===== src/hw/rtl/bla_ram.sv =====
// bla_ram: generic single write port, single read port ram with registered read data
// no dependencies

module bla_ram #(
    parameter int WIDTH = 12,
    parameter int DEPTH = 16
) (
    input  logic                                   i_clk,
    input  logic                                   i_we,
    input  logic [((DEPTH > 1) ? $clog2(DEPTH) : 1)-1:0] i_waddr,
    input  logic [WIDTH-1:0]                       i_wdata,
    input  logic [((DEPTH > 1) ? $clog2(DEPTH) : 1)-1:0] i_raddr,
    output logic [WIDTH-1:0]                       o_rdata
);

    logic [WIDTH-1:0] r_mem [DEPTH];
    logic [WIDTH-1:0] r_rdata;

    always_ff @(posedge i_clk) begin
        if (i_we) begin
            r_mem[i_waddr] <= i_wdata;
        end
        r_rdata <= r_mem[i_raddr];
    end

    assign o_rdata = r_rdata;

endmodule


===== config.mk =====
export PLATFORM = sky130hd
export DESIGN_NAME = bla_ram
export DESIGN_NICKNAME = d
export VERILOG_FILES = /design/src/hw/rtl/bla_ram.sv
export SDC_FILE = /design/constraint.sdc
export NUM_CORES = 1
export LEC_CHECK = 0
export ABC_AREA = 1
export CORE_MARGIN = 1
export CORE_UTILIZATION = 65
export DETAILED_ROUTE_END_ITERATION = 12
export DONT_BUFFER_PORTS = 1
export PLACE_DENSITY = 0.81
export SLEW_MARGIN = 10
export SYNTH_ARGS = -nofsm -noshare
export SYNTH_HDL_FRONTEND = slang
export SYNTH_SLANG_ARGS = --single-unit

===== constraint.sdc =====
create_clock -name i_clk -period 2.7 [get_ports i_clk]
set_clock_uncertainty 0.1 [all_clocks]
set_input_delay 0.54 -clock i_clk [delete_from_list [all_inputs] [get_ports i_clk]]
set_output_delay 0.54 -clock i_clk [all_outputs]
set_load 0.05 [all_outputs]

After elaboration in Yosys (flattened, before gate mapping)

Memory sizes are Yosys's and may differ from the RTL's. A register that Yosys moved wholly into a read port is not among the register bits.
Index checks and enable logic that the tools add are counted.

Input bits: 22
Memories kept: 1
Output and inout port bits: 12
Register bits: 0
Memory bits (writable): 192
Word-level logic and storage cells: 3

Memory list:

| memory | words | width | read ports | clocked after Yosys merged registers in | write ports | line | RTL |
|---|---|---|---|---|---|---|---|
| r_mem  | 16    | 12    | 1          | 1                                       | 1           | 16   | `logic [WIDTH-1:0] r_mem [DEPTH];` |

Multiplexer cells: 2

Operators by type and width:

| cell             | number |
|---|---|
| 1-bit 2-to-1 mux | 2 |

Logic depth before layout (Yosys ltp)

Gate-level depths: netlist of the first run.

Depth in word-level cells: 2
Mapped depth: 9

Least setup slack after synthesis of the first run

No wires, ideal clock.

Path kind: in2reg
Start: input port i_waddr[2] (netlist name)
End: memory r_mem[10][0], enable pin
Buffers on the path: 0
Arrival: 1.286 ns
Cell stages on the path: 2
Library setup time: 0.380 ns
Slack: 0.934 ns
Path through: nand3b_1 nor2_1

RTL lines:

| what        | line | RTL |
|---|---|---|
| from (decl) | 10   | `input logic [((DEPTH > 1) ? $clog2(DEPTH) : 1)-1:0] i_waddr,` |
| to (decl)   | 16   |  |

Straight into the memory's write port.

Final worst setup path of the first run

Start: register r_rdata[2] (netlist: o_rdata[2]) (read register of r_mem)
End: output port o_rdata[2]

RTL lines:

| what        | line | RTL |
|---|---|---|
| from (decl) | 17   | `logic [WIDTH-1:0] r_rdata;` |
| to (decl)   | 13   | `output logic [WIDTH-1:0] o_rdata` |

No word-level cell between the ends.

==> metrics.txt, run 1 <==
# setup viols final=0; clk buf depth=3; first-pass GRT wire length=29000 um; worst hold stages=0; commonest non-fill, non-tap cells in the layout=nand2_1 (257), edfxtp_1 (192), inv_1 (149), nand3_1 (145); Hold WC Path Type=in2reg; status=complete, no violations; crit start category=flop; Post-CTS Resized=0; RSZ-0062 raised after global routing=false; Slew Limit Headroom=0.621; Final Hold Violating Endpoints=0; Post-CTS Setup Bufs=0; final worst slack=~0.90 ns; worst-path fanout max=1; most common cell after layout, fill and taps aside=nand2_1; per-cell routed wire length=18.6 um; Mapped Cells=813; fin area=9420 um^2; Slew Limit Fails=0; Seq/Total Area, Yosys=0.701; Yosys warnings=0; CTS tree=yes; Post-Route WL=approximately 19000 um; total global routing track utilization=0.288; Die Wd=between 100 and 150 um; Post-CTS Hold Fix Bufs=0; worst-case reg-to-reg path depth=6; vias after detailed routing=5682; initial core utilization=0.673; antenna violations before repair=0; Initial DRC Count=~760; Clock Tree Root=clkbuf_16; IO Pins=34; grt total ovfl=0; LEAKAGE=between 4 and 5 nW; cts bufs inserted=21; PD cells=between 700 and 800 nW/um^2; IO Port Bufs=0; clock sink count=~200; FP Rows=41; area delta synth->final=10.0%; multi-input logic area=~1800 um^2; Critical R2R Launch=r_mem[1][8]; largest net degree at the start of global routing=98; Final Util=0.740; Die ar.=approximately 14000 um^2; flops & latches, synth=~200; r2r setup slk=1.54 ns; vias in the first global route=roughly 5600; Tmin final=about 1.8 ns; Critical Path Stages=0; Crit. End Element=output pin; Req. time, crit path=~2.1 ns; Post-Syn Area=approximately 8600 um^2; Reg area=about 6000 um^2; Least-Margin Pin Slew=roughly 0.57 ns; setup TNS=0 ns; Final ANT Viol Nets=0; clock latency on the worst-skew pair=approximately 0.48 ns; layout cells sized above 1=0.0635; crit path DAT=1.16 ns; Setup CP Type=reg2out; Area after DPL=~8700 um^2; FILL cells=between 800 and 900; clock input transition at the sequential cells of the worst setup and hold paths=approximately 0.06 ns; H-tree depth reported by CTS=1; Mean Syn Cell Area=about 11 um^2; Synth area leader=edfxtp_1; core area=roughly 13000 um^2; antenna cells=0; VDD IR max=~0.43 mV; top-area cell type share of the netlist area=0.673; Tcrit/Tclk final=0.666; WHS Endpoint=r_mem[2][6]; Vias/cell=approximately 5.6; FMAX=between 500 and 600 MHz; Detail Placement HPWL=10800 um; Synth cell types=13; Synth area leaders=edfxtp_1 (67%), nand2_1 (11%), nand3_1 (8.5%), inv_1 (6.5%), dfxtp_1 (2.8%); Post-Place Worst Slack=0.787 ns; Net Count, Synth=around 840; first-pass detailed-route iteration total=8; HP Start=i_wdata[6]; Max Cap Viol=0; Reg2Reg Capture Point=o_rdata[8]; Die Y=roughly 120 um; placer congestion estimate=approximately 0.81; Residual DRC=0; Nets=roughly 840
## cells in the mapped netlist
cell      count
edfxtp_1    192
clkbuf_1      4
buf_1         5
nor2_1       17
inv_2         1
buf_2        20
buf_6         6
nand3b_1      2
inv_1       149
nand2_1     257
nand3_1     145
buf_4         3
dfxtp_1      12
## sequential cells by signal (all words and copies together) (netlist names)
name and flops:
r_mem 192, o_rdata 12
## metal layers
metal / share of wire / global-route usage
met1: 0.38 / 0.384
met2: 0.48 / 0.475
met3: 0.10 / 0.0541
met4: 0.030 / 0.111
met5: 0 / 0
## stage by stage
stage | instances | power [W] | hold slack, ns
3_5_place_dp | 969 | 0.00398 | 0.540
2_1_floorplan | 813 | 0.00394 | 0.507
5_1_grt | 1006 | 0.00697 | 0.0333
4_1_cts | 1006 | 0.00681 | 0.0410
3_3_place_gp | 969 | 0.00396 | 0.540
6_report | 1006 | 0.00680 | 0.0472
## kinds of logic (layout without fill, tap and decap cells)
logic type / count (synthesis) / after routing / share of synthesized area
buffers and inverters: 188 / 209 / 0.0919
flip-flops: 204 / 204 / 0.701
AND/OR/NAND/NOR: 421 / 421 / 0.207
## cell type report
class / count / area share
Sequential cell: 204 / 0.638
Multi-Input combinational cell: 421 / 0.188
Clock buffer: 26 / 0.0599
Inverter: 150 / 0.0598
Tap cell: 172 / 0.0228
Timing Repair Buffer: 22 / 0.0189
Clock inverter: 11 / 0.0133
## worst max-delay path by stage
| stage | startpoint | end |
|---|---|---|
| 3_5_place_dp | i_waddr[3] | r_mem[6][2] |
| 6_report | o_rdata[2] | o_rdata[2] |
| 5_1_grt | o_rdata[9] | o_rdata[9] |
| 4_1_cts | o_rdata[5] | o_rdata[5] |
| 2_1_floorplan | i_waddr[2] | r_mem[10][0] |
| 3_3_place_gp | i_waddr[3] | r_mem[6][10] |
## where the power goes
group	switching [W]	internal, W	leakage, nW
clock	0.00112	0.00176	0.341
combinational	0.000185	0.0000929	1.88
sequential	0.000101	0.00354	1.84
total	0.00140	0.00539	4.05
(Power assumes the default switching activity.)
==> run 2, diff against run 1 <==
- CORE_UTILIZATION: 65 -> 57
- PLACE_DENSITY: 0.81 -> 0.75
- clock period: 2.7 -> 1.6 ns (I/O delays scaled with it)
==> run 2 against run 1 <==
Net effect: core utilization shrank 8.3 points; count of clock-buffer cells in the layout up 3; cell count rose by 2.9%; die area up 14%; sequential power increased by 69%; via count up 0.92%; hold slack lost 0.039 ns; critical endpoint is now o_rdata[8]; highest routed layer is now met5.
==> metrics.txt, run 2 (synthesized netlist as in run 1, its figures left out) <==
initial core utilization=0.587; clock input transition at the sequential cells of the worst setup and hold paths=0.06 ns; first-pass GRT wire length=31400 um; Final Util=0.657; worst-case reg-to-reg path depth=6; Least-Margin Pin Slew=0.831 ns; Die ar.=~16000 um^2; Post-CTS Setup Bufs=0; FILL cells=about 1100; most common cell after layout, fill and taps aside=nand2_1; Critical R2R Launch=r_mem[3][7]; LEAKAGE=between 4 and 5 nW; layout cells sized above 1=0.0625; Reg2Reg Capture Point=o_rdata[7]; FP Rows=between 40 and 50; core area=14600 um^2; # setup viols final=0; commonest non-fill, non-tap cells in the layout=nand2_1 (257), edfxtp_1 (192), inv_1 (149), nand3_1 (145), clkbuf_16 (21); Final Hold Violating Endpoints=0; Vias/cell=around 5.5; Post-Place Worst Slack=about 0.14 ns; cts bufs inserted=21; CP Capture Point=o_rdata[8]; Slew Limit Headroom=0.444; Critical Path Stages=0; final worst slack=around 0.03 ns; Crit. End Element=output pin; CP Launch Point=o_rdata[8]; Tcrit/Tclk final=0.981; Post-Route WL=between 20000 and 25000 um; CTS tree=yes; vias after detailed routing=5734; H-tree depth reported by CTS=1; setup TNS=0 ns; Die Wd=between 100 and 150 um; crit path DAT=roughly 1.2 ns; Max Cap Viol=0; Slew Limit Fails=0; RSZ-0062 raised after global routing=false; IO Port Bufs=0; worst-path fanout max=1; Clock Tree Root=clkbuf_16; Final ANT Viol Nets=0; Initial DRC Count=between 700 and 800; first-pass detailed-route iteration total=5; IO Pins=34; clk buf depth=3; Largest Register=r_mem; max reg flops=between 150 and 200; total global routing track utilization=0.270; FMAX=approximately 640 MHz; status=complete, no violations; largest net degree at the start of global routing=98; VDD IR max=~0.9 mV; per-cell routed wire length=about 20 um; PD cells=roughly 1200 nW/um^2; Hold WC Path Type=in2reg; crit start category=flop; clock latency on the worst-skew pair=roughly 0.49 ns; Req. time, crit path=about 1.2 ns; placer congestion estimate=about 0.87; Tmin final=approximately 1.6 ns; r2r setup slk=0.40 ns; vias in the first global route=5484; Residual DRC=0; Setup CP Type=reg2out; Die Y=approximately 120 um; Detail Placement HPWL=between 10000 and 15000 um; clock sink count=between 200 and 250; grt total ovfl=0; area delta synth->final=12.0%; antenna violations before repair=6; Nets=~860
run 2: how the worst min path moves through the flow:
stage / slack (ns) / cells after the start / start / endpoint
6_report: 0.009 / 3 / i_raddr[2] / o_rdata[0]
5_1_grt: 0.03 / 4 / i_raddr[1] / o_rdata[7]
4_1_cts: 0.001 / 3 / i_raddr[2] / o_rdata[10]
3_5_place_dp: 0.32 / 0 / i_wdata[3] / r_mem[10][3]
3_3_place_gp: 0.32 / 0 / i_wdata[11] / r_mem[10][11]
2_1_floorplan: 0.32 / 0 / i_wdata[0] / r_mem[0][0]
run 2: area by class of cell:
class                   instances  area, um^2  share of cell area
flip-flops and latches        204        6010               0.627
multi-input cells             421        1770               0.184
inverters                     150         563              0.0587
clock buffers                  29         556              0.0579
repair buffers                 37         418              0.0436
well taps                     184         230              0.0240
clock inverters                 7        36.3             0.00378
diodes                          3        7.51            0.000783
run 2: per-layer routing:
metal / share of wire / track usage
met5: 0.0011 / 0
met4: 0.019 / 0.0709
met3: 0.11 / 0.0777
met2: 0.45 / 0.406
met1: 0.41 / 0.387
run 2: report_power, final:
group	total (W)	switching, W	internal, W
Combinational	0.000630	0.000435	0.000195
Clock	0.00431	0.00189	0.00242
Sequential	0.00616	0.000182	0.00598
run 2: timing repair:
action                                 in CTS  in global routing
hold buffers                               16                  0
resized for setup                           4                  1
setup endpoints to repair                   4                  1
endpoints found under the hold margin     204                  0
run 2: per-stage QoR:
| stage | instance area, um^2 | hold WS [ns] | instances | total power (W) |
|---|---|---|---|---|
| 2_1_floorplan | 8560 | 0.319 | 813 | 0.00664 |
| 3_3_place_gp | 8830 | 0.320 | 980 | 0.00673 |
| 3_5_place_dp | 8830 | 0.320 | 980 | 0.00675 |
| 4_1_cts | 9580 | 0.00121 | 1032 | 0.0111 |
| 5_1_grt | 9590 | 0.0272 | 1034 | 0.0114 |
| 6_report | 9590 | 0.00856 | 1035 | 0.0111 |
==> run 3, diff against run 2 <==
- CORE_UTILIZATION: 57 -> 59
- CTS_BUF_LIST: unset -> sky130_fd_sc_hd__clkbuf_8
- PLACE_DENSITY: 0.75 -> 0.78
==> run 3 against run 2 <==
Net effect: the flow now finishes with violations (hold timing); hold slack lost 0.029 ns; core utilization is 3.1 points higher; non-clock buffer count is 7 higher; sequential share of layout area down 0.44 points; setup slack lost 0.0023 ns; global-route usage increased by 1.4 points; final area up 0.85%; count of clock-buffer cells in the layout increased by 8; combinational power up 5.2%; critical path depth increased by 7; maximum frequency fell by 0.15%; first-iteration DRC count is 0.78% lower; highest routed layer unchanged.
==> metrics.txt, run 3 (synthesized netlist as in run 1, its figures left out) <==
status=complete, but fails checks; Least-Margin Pin Slew=between 0.9 and 1 ns; Largest Register=r_mem; Die Wd=between 100 and 150 um; crit start category=flop; Final Util=0.689; Max Cap Viol=0; vias after detailed routing=5859; Area after DPL=roughly 9000 um^2; max reg flops=between 150 and 200; FP Rows=43; CTS tree=yes; FMAX=~640 MHz; Slew Limit Fails=0; clk buf depth=3; layout cells sized above 1=0.0937; Tmin final=between 1.5 and 2 ns; fin area=9670 um^2; core area=14000 um^2; violated checks=hold timing; initial core utilization=0.610; vias in the first global route=5656; cts bufs inserted=31; grt total ovfl=0; Crit. End Element=flop; Setup CP Type=reg2reg; first-pass GRT wire length=slightly above 30000 um; Post-Place Worst Slack=between 0.15 and 0.2 ns; Final Hold Violating Endpoints=3; VDD IR max=0.710 mV; per-cell routed wire length=19.4 um; clock sink count=a little over 200; area delta synth->final=13.0%; first-pass detailed-route iteration total=5; most common cell after layout, fill and taps aside=nand2_1; commonest non-fill, non-tap cells in the layout=nand2_1 (257), edfxtp_1 (192), inv_1 (154), nand3_1 (142), clkbuf_8 (37); Pwr Total=approximately 0.011 W; IO Port Bufs=0; total global routing track utilization=0.283; Hold WC Path Type=in2reg; clock latency on the worst-skew pair=0.56 ns; Die ar.=approximately 15000 um^2; Detail Placement HPWL=11600 um; Tcrit/Tclk final=0.983; IO Pins=34; Vias/cell=between 5 and 6; Slew Limit Headroom=0.358; Req. time, crit path=around 2.0 ns; worst-path fanout max=1; Min Hold Slack=-0.0204 ns; final worst slack=0.0275 ns; # setup viols final=0; placer congestion estimate=about 0.9; LEAKAGE=between 4 and 5 nW; H-tree depth reported by CTS=1; Clock Tree Root=clkbuf_8; crit path DAT=between 1.5 and 2 ns; largest net degree at the start of global routing=slightly below 100; FILL cells=between 900 and 1000; Initial DRC Count=between 700 and 800; antenna violations before repair=3; Post-Route WL=20600 um; PD cells=1150 nW/um^2; Die Y=~120 um; Final ANT Viol Nets=0; Residual DRC=0; Nets=874; clock input transition at the sequential cells of the worst setup and hold paths=roughly 0.070 ns; r2r setup slk=0.03 ns
run 3: stage by stage:
step / setup TNS, ns / std cells / hold WS, ns
floorplan: 0 / 813 / 0.319
global placement: 0 / 978 / 0.320
detailed placement: 0 / 978 / 0.320
CTS: 0 / 1058 / 0.00529
global route: -0.00795 / 1057 / 0.0128
finish: 0 / 1057 / -0.0204
run 3: power breakdown:
group	switching [W]	internal (W)	total, W	leakage (nW)
registers	0.000176	0.00598	0.00616	1.84
logic	0.000457	0.000205	0.000663	1.99
clock network	0.00193	0.00241	0.00433	0.347
total	0.00256	0.00860	0.0112	4.18
run 3: critical path, stage by stage, from the launching register on:
cell,delay [ns]
edfxtp_1,0.40
inv_1,0.08
nand2_1,0.07
nand3_2,0.08
nand3_1,0.07
dlygate4sd3_1,0.56
nand3_1,0.07
nand2_1,0.06
run 3: final cells by class:
cell class	count	area, um^2	share of cell area
Sequential cell	204	6020	0.622
Multi-Input combinational cell	421	1780	0.184
Inverter	150	563	0.0582
Clock buffer	37	509	0.0526
Timing Repair Buffer	44	435	0.0450
Tap cell	180	225	0.0233
Clock inverter	19	130	0.0135
Antenna cell	2	5.00	0.000517
run 3: worst paths after layout:
check | from | endpoint | depth (start not counted)
min reg2reg | r_mem[10][8] | o_rdata[8] | 6
max | r_mem[4][9] | o_rdata[9] | 7
max reg2reg | r_mem[4][9] | o_rdata[9] | 7
min | i_raddr[1] | o_rdata[7] | 4
run 3: timing repair:
item,CTS,global route
buffers inserted,0,0
endpoints found under the setup margin,12,10
resized for setup,12,5
endpoints found under the hold margin,204,5
pin swaps,0,1
hold buffers,24,2
run 3: layer usage:
metal	global-route usage	share of wire	vias up	wire (um)
met1	0.401	0.40	2749	8190
met2	0.423	0.45	363	9200
li1	-	-	2699	-
met3	0.0692	0.12	46	2510
met5	0	0.00063	-	13
met4	0.114	0.031	2	643
