`src/hw/rtl/bla_div.sv`:
```
// bla_div: unsigned restoring divider, one quotient bit per cycle
// no dependencies; shared by the burst mean, window average and level mapping

module bla_div #(
    parameter int NW  = 20,
    parameter int DVW = 12
) (
    input  logic           i_clk,
    input  logic           i_rst_n,
    input  logic           i_start,
    input  logic [NW-1:0]  i_dividend,
    input  logic [DVW-1:0] i_divisor,
    output logic           o_done,
    output logic [NW-1:0]  o_quotient
);

    localparam int CW = $clog2(NW + 1);

    logic [DVW-1:0] r_rem;
    logic [NW-1:0]  r_quo;
    logic [DVW-1:0] r_dvs;
    logic [CW-1:0]  r_cnt;
    logic           r_busy;
    logic           r_done;

    logic [DVW:0]   trial;
    logic [DVW:0]   diff;
    logic           n_bit;
    logic [DVW-1:0] n_rem;

    always_comb begin
        trial = {r_rem, r_quo[NW-1]};
        diff  = trial - {1'b0, r_dvs};
        n_bit = (trial >= {1'b0, r_dvs});
        n_rem = n_bit ? diff[DVW-1:0] : trial[DVW-1:0];
    end

    always_ff @(posedge i_clk) begin
        if (!i_rst_n) begin
            r_busy <= 1'b0;
            r_done <= 1'b0;
            r_cnt  <= '0;
        end else begin
            r_done <= !i_start && r_busy && (r_cnt == CW'(1));
            if (i_start) begin
                r_rem  <= '0;
                r_quo  <= i_dividend;
                r_dvs  <= i_divisor;
                r_cnt  <= CW'(NW);
                r_busy <= 1'b1;
            end else if (r_busy) begin
                // dividend bits shift out at the top as quotient bits shift in
                r_rem <= n_rem;
                r_quo <= {r_quo[NW-2:0], n_bit};
                r_cnt <= r_cnt - CW'(1);
                if (r_cnt == CW'(1)) begin
                    r_busy <= 1'b0;
                end
            end
        end
    end

    assign o_done     = r_done;
    assign o_quotient = r_quo;

endmodule

```
`config.mk`:
```
export PLATFORM = sky130hd
export DESIGN_NAME = bla_div
export DESIGN_NICKNAME = d
export VERILOG_FILES = /design/src/hw/rtl/bla_div.sv
export SDC_FILE = /design/constraint.sdc
export NUM_CORES = 1
export LEC_CHECK = 0
export BUFFER_PORTS_ARGS = -buffer_cell sky130_fd_sc_hd__buf_2
export CELL_PAD_IN_SITES_DETAIL_PLACEMENT = 0
export CELL_PAD_IN_SITES_GLOBAL_PLACEMENT = 1
export CORE_MARGIN = 3
export CORE_UTILIZATION = 39
export CTS_CLUSTER_DIAMETER = 120
export DETAILED_ROUTE_END_ITERATION = 12
export PLACE_DENSITY = 0.84
export SLEW_MARGIN = 25
export SYNTH_ARGS = -nofsm -noshare
export SYNTH_HDL_FRONTEND = slang
export SYNTH_SLANG_ARGS = --single-unit
```
`constraint.sdc`:
```
create_clock -name i_clk -period 2.2 [get_ports i_clk]
set_input_delay 0.44 -clock i_clk [delete_from_list [all_inputs] [get_ports i_clk]]
set_output_delay 0.44 -clock i_clk [all_outputs]
set_load 0.01 [all_outputs]
```
# Word-level counts from Yosys, hierarchy flattened
# Index checks and enable logic that the tools add are counted.
[totals] input_bits=35 regBits=51 elab_cells=28 out_inout_bits=21
[classes] n_eq_ne=1 mux=9 n_lt_le_gt_ge=1 bitwise=1 reduce_logical=7 addsub=2
[op_table] op="$mux 20" count=2
[op_table] op="$mux 12" count=2
[op_table] op="$ge 13x12->1" count=1
[op_table] op="$sub 12x12->12" count=1
[op_table] op="$mux 5" count=2
[op_table] op="$eq 5x1->1 const B" count=1
[op_table] op="$sub 5x1->5 const B" count=1
[op_table] op="$reduce_and 2->1" count=2
[op_table] op="$mux 1" count=3
[op_table] op="$logic_and 1x1->1" count=2
[op_table] op="$reduce_bool 2->1" count=1
[op_table] op="$reduce_or 2->1" count=1
[op_table] op="$logic_not 1->1" count=1
[op_table] op="$not 1->1" count=1

# Logic depth before layout (Yosys ltp)
# Gate-level depths: netlist of run 1.
[depth] depth_word=4 mapped_depth=11 depth_no_buf=9

# Least setup slack after synthesis of run 1
# Ideal clock, no wire load.
[synth_path] path_kind="register -> register" start="register r_rem[9]" end="register r_rem[9], data pin" setup_time_ns=0.275 arrival_ns=1.931 path_stages_with_launch=10 path_buffers=2 path_slack_ns=-0.006 cell_sequence="edfxtp_1 > ha_1 > a21o_1 > a211oi_2 > o21ai_1 > or3_1 > buf_6 > buf_8 > nand3_1 > a21oi_1"
[synth_between] elab_chain_cells=3
[synth_lines] element="from (decl)" line_no="19" text="logic [DVW-1:0] r_rem;"
[synth_lines] element="from (signal assigned)" line_no="53" text="r_rem <= n_rem;"
[synth_lines] element="$ge 13x12->1" line_no="34" text="n_bit = (trial >= {1'b0, r_dvs});"
[synth_lines] element="$mux 12" line_no="35" text="n_rem = n_bit ? diff[DVW-1:0] : trial[DVW-1:0];"
[synth_lines] element="$mux 12" line_no="51" text="end else if (r_busy) begin"
# Every way passes these cells. The select of a mux whose other input is x is not followed.
# A chain may end at the register's enable or synchronous reset.

# Worst setup path after layout of run 1
[layout_path] start="register r_rem[7]" end="register r_quo[0] (netlist: o_quotient[0]), data pin"
[layout_between] elab_chain_cells=3
[layout_lines] element="$ge 13x12->1" line_no="34"
[layout_lines] element="$mux 20" line_no="51"
[layout_lines] element="$mux 20" line_no="45" text="if (i_start) begin"
[layout_lines] element="to (signal assigned)" line_no="47" text="r_quo <= i_dividend;"
[layout_lines] element="to (signal assigned)" line_no="54" text="r_quo <= {r_quo[NW-2:0], n_bit};"
[layout_lines] element="to (decl)" line_no="20" text="logic [NW-1:0] r_quo;"
# Every way passes these cells. The select of a mux whose other input is x is not followed.

==> results of run 1 <==
-- metrics by stage --
stage	utilization	std cells	TNS (ps)
3_3_place_gp	0.493	369	-76.2
4_1_cts	0.519	380	-13.3
6_report	0.539	383	0
2_1_floorplan	-	223	0
5_1_grt	0.539	383	-175
3_5_place_dp	0.493	369	-358
-- cell usage in the layout, fill, tap and decap left out, drive strengths merged, types with 3 or more instances in the layout --
master,count
edfxtp,44
nand2b,10
a21oi,11
buf,84
xnor2,8
mux2,20
nor2,11
nand4,4
inv,18
o21ai,8
nor3,3
o21a,4
dfxtp,7
ha,14
xor2,3
nand2,14
clkbuf,5
a211oi,8
-- per-layer routing --
layer	global-route usage	up-vias
li1	-	982
met1	0.197	980
met2	0.256	62
met3	0.0406	11
met4	0.0622	0
met5	0	-
-- power groups by stage --
stage	Combinational (mW)	Clock (mW)	Sequential, mW
CTS	0.641	0.568	1.19
detailed placement	0.594	0	1.21
global placement	0.581	0	1.20
floorplan	0.394	0	1.21
finish	0.696	0.539	1.19
global route	0.765	0.605	1.20
-- synthesized netlist by cell type, types with 2 or more instances --
cell type	count
sky130_fd_sc_hd__o21a_1	4
sky130_fd_sc_hd__xor2_1	3
sky130_fd_sc_hd__xnor2_1	8
sky130_fd_sc_hd__nor3b_1	2
sky130_fd_sc_hd__a211oi_1	3
sky130_fd_sc_hd__nand2_1	14
sky130_fd_sc_hd__o21ai_0	7
sky130_fd_sc_hd__ha_1	14
sky130_fd_sc_hd__nor2b_1	2
sky130_fd_sc_hd__inv_1	17
sky130_fd_sc_hd__nor3_1	3
sky130_fd_sc_hd__edfxtp_1	44
sky130_fd_sc_hd__a31oi_1	2
sky130_fd_sc_hd__nand2b_1	10
sky130_fd_sc_hd__a21o_1	2
sky130_fd_sc_hd__nand4_1	4
sky130_fd_sc_hd__mux2_2	20
sky130_fd_sc_hd__buf_6	2
sky130_fd_sc_hd__dfxtp_1	7
sky130_fd_sc_hd__o22ai_1	2
sky130_fd_sc_hd__or3_1	2
sky130_fd_sc_hd__o211ai_1	2
sky130_fd_sc_hd__a211oi_2	5
sky130_fd_sc_hd__nor2_1	11
sky130_fd_sc_hd__clkbuf_1	4
sky130_fd_sc_hd__nand3_1	2
sky130_fd_sc_hd__a21oi_1	10
-- layout make-up --
class | instances | share of cell area
tap | 77 | 0.0274
multi-input combinational | 146 | 0.369
clock buffer | 5 | 0.0195
inverter | 17 | 0.0181
clock inverter | 3 | 0.00533
timing repair buffer | 84 | 0.146
sequential | 51 | 0.415
-- flip-flops by register name, summed over array words and instances, names as in the netlist --
| signal | count |
|---|---|
| o_quotient | 20 |
| r_dvs | 12 |
| r_rem | 12 |
| o_done | 1 |
| r_busy | 1 |
| r_cnt | 5 |
-- critical path, stage by stage, from the launching register on --
cell                       delay (ps)
sky130_fd_sc_hd__edfxtp_1         440
sky130_fd_sc_hd__ha_4             270
sky130_fd_sc_hd__a21oi_2          150
sky130_fd_sc_hd__o21ai_1          110
sky130_fd_sc_hd__nor2b_2          180
sky130_fd_sc_hd__or3_4            380
sky130_fd_sc_hd__buf_6            150
sky130_fd_sc_hd__mux2_2           250
-- final timing paths --
check                             startpoint            end  slack (ps)  depth (start not counted)
worst max register to register      r_rem[7]  o_quotient[0]          30                          7
worst max-delay path                r_rem[7]  o_quotient[0]          30                          7
worst min register to register      r_cnt[1]       r_cnt[1]         510                          2
worst min-delay path            i_divisor[7]       r_dvs[7]         310                          1
-- cells by family (layout without fill, tap and decap cells) --
group                    count (synthesis)  after routing  share of synthesized area
buffers and inverters                   26            109                     0.0462
adder cells (fa/ha/maj)                 15             15                     0.0720
AND/OR/NAND/NOR                         56             56                      0.108
AO/OA/AOI/OAI                           44             44                      0.116
XOR/XNOR                                11             11                     0.0356
flip-flops                              51             51                      0.539
multiplexers                            20             20                     0.0831
-- repair_timing --
action	CTS	global route
setup endpoints to repair	11	13
resized for setup	12	22
pin swaps	3	5
setup buffers	3	3
gates cloned	0	0
==> implementation parameters, run 1 <==
Parameter                              Value

Run status
  Status ... complete, no violations

Route
  Length of routed met3 wiring ... between 300 and 400 µm
  Final routed wire length divided by cell count ... approximately 15 µm
  DRT antenna net count ... 0
  DRC violation total after the first TritonRoute iteration ... 117
  Vias/cell ... roughly 5.3
  Final wirelength ... between 5000 and 6000 µm
  Highest routed layer ... met4
  Routed length on met2 ... around 2900 µm
  Iteration count of the initial detailed-routing pass ... 4
  Remaining design rule violation count ... 0
  Vias ... just over 2000
  Wire length the detailed router placed on met1 ... 2570 µm

Timing
  Total count of max-transition violations in the final report ... 0
  Clock tree skew after final layout ... 6.32 ps
  Actual transition at the worst max-transition pin ... 445 ps
  Count of endpoints failing hold in the final timing report ... 0
  Setup repair after global routing missed its margin ... true
  Minimum hold slack ... just over 300 ps
  Post-layout worst setup margin ... roughly 32 ps
  Tcrit/Tclk final ... 0.985
  Worst max-slew margin expressed relative to the limit ... 0.702
  Setup violations, final ... 0
  Final critical delay including setup and external delays ... approximately 2200 ps
  Highest clock frequency the design can meet ... 461 MHz

Final layout
  Area used by multi-input combinational logic ... 1300 µm²
  Register Area ... between 1000 and 1500 µm²
  Layout Cell Area excl Fill ... 3520 µm²
  Area delta synth->final ... 29.9%
  Ant diodes ... 0
  Fraction of final layout cells sized beyond drive strength 1 ... 0.474
  Nets@finish ... between 300 and 400
  Count of fill cells added during filler insertion ... about 580

Synthesis
  Post-synth ARST share ... 0
  Cell area after technology mapping ... 2710 µm²
  Ys flop type ... sky130_fd_sc_hd__edfxtp_1
  Number of cells produced by synthesis ... approximately 220
  Number of distinct library cells after synthesis ... 44
  Cell types occupying the most area after synthesis ... sky130_fd_sc_hd__edfxtp_1 49%, sky130_fd_sc_hd__mux2_2 8.3%, sky130_fd_sc_hd__ha_1 6.5%, sky130_fd_sc_hd__dfxtp_1 5.2%, sky130_fd_sc_hd__xnor2_1 2.6%
  Share of the synthesized area in the top cell type ... 0.488
  Synthesized Nets ... between 200 and 300
  Number of synthesized flops with an enable pin ... between 40 and 50
  Number of warnings issued by yosys ... 0
  Share of the yosys chip area belonging to registers ... 0.539
  Average footprint of a synthesized cell ... 12.2 µm²
  Count of state elements after synthesis ... 51
  Cell accounting for the most synthesized area ... sky130_fd_sc_hd__edfxtp_1

CTS
  Clock tree root buffer cell ... sky130_fd_sc_hd__clkbuf_8
  Number of sinks driven by the clock tree ... 51
  Clock input transition at the sequential cells of the worst setup and hold paths ... around 90 ps
  Clock insertion delay at the later pin of the skew report ... roughly 300 ps
  Number of H-tree branching levels ... 2
  TritonCTS buffer count ... 5
  CTS tree ... built
  Hold buffers post-CTS ... 0
  Maximum clock insertion buffer count ... 2

Power
  Proportion of total power due to net switching ... 0.289
  Combinational fraction of design power ... 0.287
  Clock network fraction of design power ... 0.222
  Internal power contribution ... ~1.7 mW
  Total power divided by cell area ... 689 nW/µm²
  Leakage component of the power ... between 1 and 1.5 nW
  Peak supply drop ... between 0.0004 and 0.0005 V
  P_sw ... between 700 and 800 µW
  Overall power after layout ... 2.43 mW
  Sequential Power Share ... 0.491

GRT
  Initial antenna violation count ... 0
  Wire length of the first global-routing pass ... roughly 9500 µm
  Vias in the first global route ... ~2100
  Largest net degree at the start of global routing ... 23
  Total global-route track usage ... 0.156
  Remaining Overflow, GRT ... 0

Floorplan
  Area of the die ... around 8000 µm²
  Standard-cell row count ... 29
  Starting utilization of the core area ... 0.415
  Die Span Y ... just under 90 µm
  Number of top-level design ports ... 56
  Horiz. Die Dim ... a little under 90 µm
  Core Region ... 6530 µm²

Placement
  DPL Wire Length ... 4310 µm
  Routability cong. ... 0.894
  Post-DP Area ... 3220 µm²
  Setup WS pre-CTS ... -114 ps
  Buffers on Ports ... 55

Critical path
  Maximum fanout count along the critical path ... 8
  Data arrival, critical path ... approximately 2200 ps
  Critical path startpoint category ... register
  Worst EP required ... ~2300 ps
  Setup CP Type ... register to register
  Kind of end point of the critical path ... register

Job
  Count of maximum capacitance violations ... 0

Worst hold path
  Class of the tightest hold or removal check ... input pin to register
(Power assumes the default switching activity.)
==> inputs of run 2 (changes only) <==
Settings changed: CORE_UTILIZATION 39 to 43, PLACE_DENSITY 0.84 to 0.87.
Clock period 2.2 ns to 2.15 ns, I/O delays scaled along.
==> implementation parameters, run 2 (synthesis results as in run 1) <==
Parameter                              Value

Floorplan
  Standard-cell row count ... 28
  Area of the die ... approximately 7300 µm²
  Number of top-level design ports ... 56
  Horiz. Die Dim ... roughly 85 µm
  Starting utilization of the core area ... 0.450
  Core Region ... 6030 µm²
  Die Span Y ... between 80 and 90 µm

Final layout
  Area delta synth->final ... 29.5%
  Nets@finish ... 360
  Most used cells in the layout excluding fill and tap cells ... 55 x sky130_fd_sc_hd__buf_2, 44 x sky130_fd_sc_hd__edfxtp_1, 33 x sky130_fd_sc_hd__buf_4
  Ant diodes ... 0
  Number of standard cells in the layout, taps in and fillers out ... ~390
  Most common cell after layout, fill and taps aside ... sky130_fd_sc_hd__buf_2
  Largest register FFs ... 20
  Fraction of final layout cells sized beyond drive strength 1 ... 0.466

Critical path
  Data arrival, critical path ... ~2200 ps
  Kind of end point of the critical path ... register
  Cells traversed along the worst timing path ... ha_1 -> and4_1 -> nand4_1 -> o21ai_2 -> or3_4 -> buf_4 -> nor2_2 -> a211oi_2
  Crit path largest cell delay ... roughly 430 ps
  Maximum fanout count along the critical path ... 5
  Setup CP Type ... register to register
  Critical path startpoint category ... register
  Worst EP required ... between 2000 and 2500 ps
  Critical-path cell with the highest stage delay ... sky130_fd_sc_hd__or3_4

Placement
  Buffers on Ports ... 55
  Routability cong. ... between 0.9 and 1
  Placed Instances ... roughly 380
  DPL Wire Length ... between 4000 and 5000 µm

CTS
  Clock input transition at the sequential cells of the worst setup and hold paths ... around 100 ps
  Hold buffers post-CTS ... 0
  Maximum clock insertion buffer count ... 2
  Number of sinks driven by the clock tree ... 51
  Clock tree root buffer cell ... sky130_fd_sc_hd__clkbuf_8
  Number of H-tree branching levels ... 2
  Clock insertion delay at the later pin of the skew report ... 300 ps
  CTS tree ... built
  TritonCTS buffer count ... 5

GRT
  Vias in the first global route ... about 2100
  Initial antenna violation count ... 0
  Largest net degree at the start of global routing ... 25
  Remaining Overflow, GRT ... 0
  Total global-route track usage ... 0.168
  Wire length of the first global-routing pass ... 9930 µm

Run status
  Status ... complete, but fails checks
  Failing checks ... setup timing

Route
  Remaining design rule violation count ... 0
  DRC violation total after the first TritonRoute iteration ... 127
  Iteration count of the initial detailed-routing pass ... 4
  DRT antenna net count ... 0
  Final routed wire length divided by cell count ... roughly 15 µm
  Final wirelength ... 5830 µm
  Vias ... 2010
  Vias/cell ... around 5.2

Timing
  Worst max-slew margin expressed relative to the limit ... 0.679
  Clock tree skew after final layout ... about 6.8 ps
  Count of endpoints failing hold in the final timing report ... 0
  Final critical delay including setup and external delays ... between 2000 and 2500 ps
  Setup violations, final ... 4
  Highest clock frequency the design can meet ... 462 MHz
  Setup repair after global routing missed its margin ... true
  Final-layout setup total negative slack ... -22.2 ps
  Actual transition at the worst max-transition pin ... slightly below 500 ps
  Post-layout worst setup margin ... -12.7 ps
  Tcrit/Tclk final ... 1.01
  Total count of max-transition violations in the final report ... 0

Power
  Peak supply drop ... between 0.0004 and 0.0005 V
  Total power divided by cell area ... approximately 700 nW/µm²
  Overall power after layout ... 2.50 mW
  Leakage component of the power ... ~1.4 nW

Worst hold path
  Class of the tightest hold or removal check ... input pin to register

Job
  Count of maximum capacitance violations ... 0
==> run 2: cell count changes in the layout (fill, tap and decap cells not counted), moves of 2 or more <==
cell,change
sky130_fd_sc_hd__nor2_2,+3
sky130_fd_sc_hd__buf_4,+7
sky130_fd_sc_hd__ha_2,-2
sky130_fd_sc_hd__nor2_1,-3
sky130_fd_sc_hd__ha_1,+2
==> run 2: metal layers <==
layer | vias to the layer above | routed length [µm] | global-route usage
li1 | 991 | - | -
met1 | 961 | 2570 | 0.210
met2 | 51 | 2880 | 0.284
met3 | 7 | 333 | 0.0447
met4 | 0 | 55 | 0.0489
met5 | - | 0 | 0
==> run 2: worst paths after layout <==
path,slack [ps],startpoint,cells past startpoint,endpoint
worst min-delay path,290,i_divisor[3],1,r_dvs[3]
worst min register to register,520,r_cnt[1],2,r_cnt[1]
worst max register to register,-10,r_rem[4],8,r_rem[10]
worst max-delay path,-10,r_rem[4],8,r_rem[10]
==> run 2: final cells by class <==
cell class                      instances  area (µm²)
Clock inverter                          3        23.8
Sequential cell                        51        1460
Multi-Input combinational cell        146        1260
Fill cell                             534        2510
Tap cell                               75        93.8
Clock buffer                            5        68.8
Inverter                               17        63.8
Timing Repair Buffer                   89         534
==> run 2: repair_timing <==
action	4_1_cts	5_1_grt
buffers inserted	3	0
pin swaps	2	4
gates resized for setup	13	11
setup endpoints to repair	13	13
==> run 2: per-stage QoR <==
step	setup WS (ps)	hold slack, ps	instance area, µm²	utilization
final	-12.7	293	3510	0.583
after floorplan	9.23	464	2720	-
after CTS	-27.4	284	3450	0.572
after global routing	-88.9	280	3510	0.583
after global placement	-87.4	482	3260	0.542
after detailed placement	-111	517	3260	0.542
==> run 2: power breakdown <==
part / switching, mW / internal (mW) / leakage, nW
clock: 0.339 / 0.236 / 0.0461
combinational: 0.340 / 0.365 / 0.891
sequential: 0.0481 / 1.17 / 0.478
total: 0.728 / 1.77 / 1.41
==> run 2: worst max-delay path: cells and delay by family (launching register included) <==
family / cells / cell delay [ps]
adders and majority gates: 1 / 350
buffers and inverters: 1 / 180
AOI/OAI and AO/OA: 2 / 120
and+or+nand+nor: 4 / 830
DFF: 1 / 420
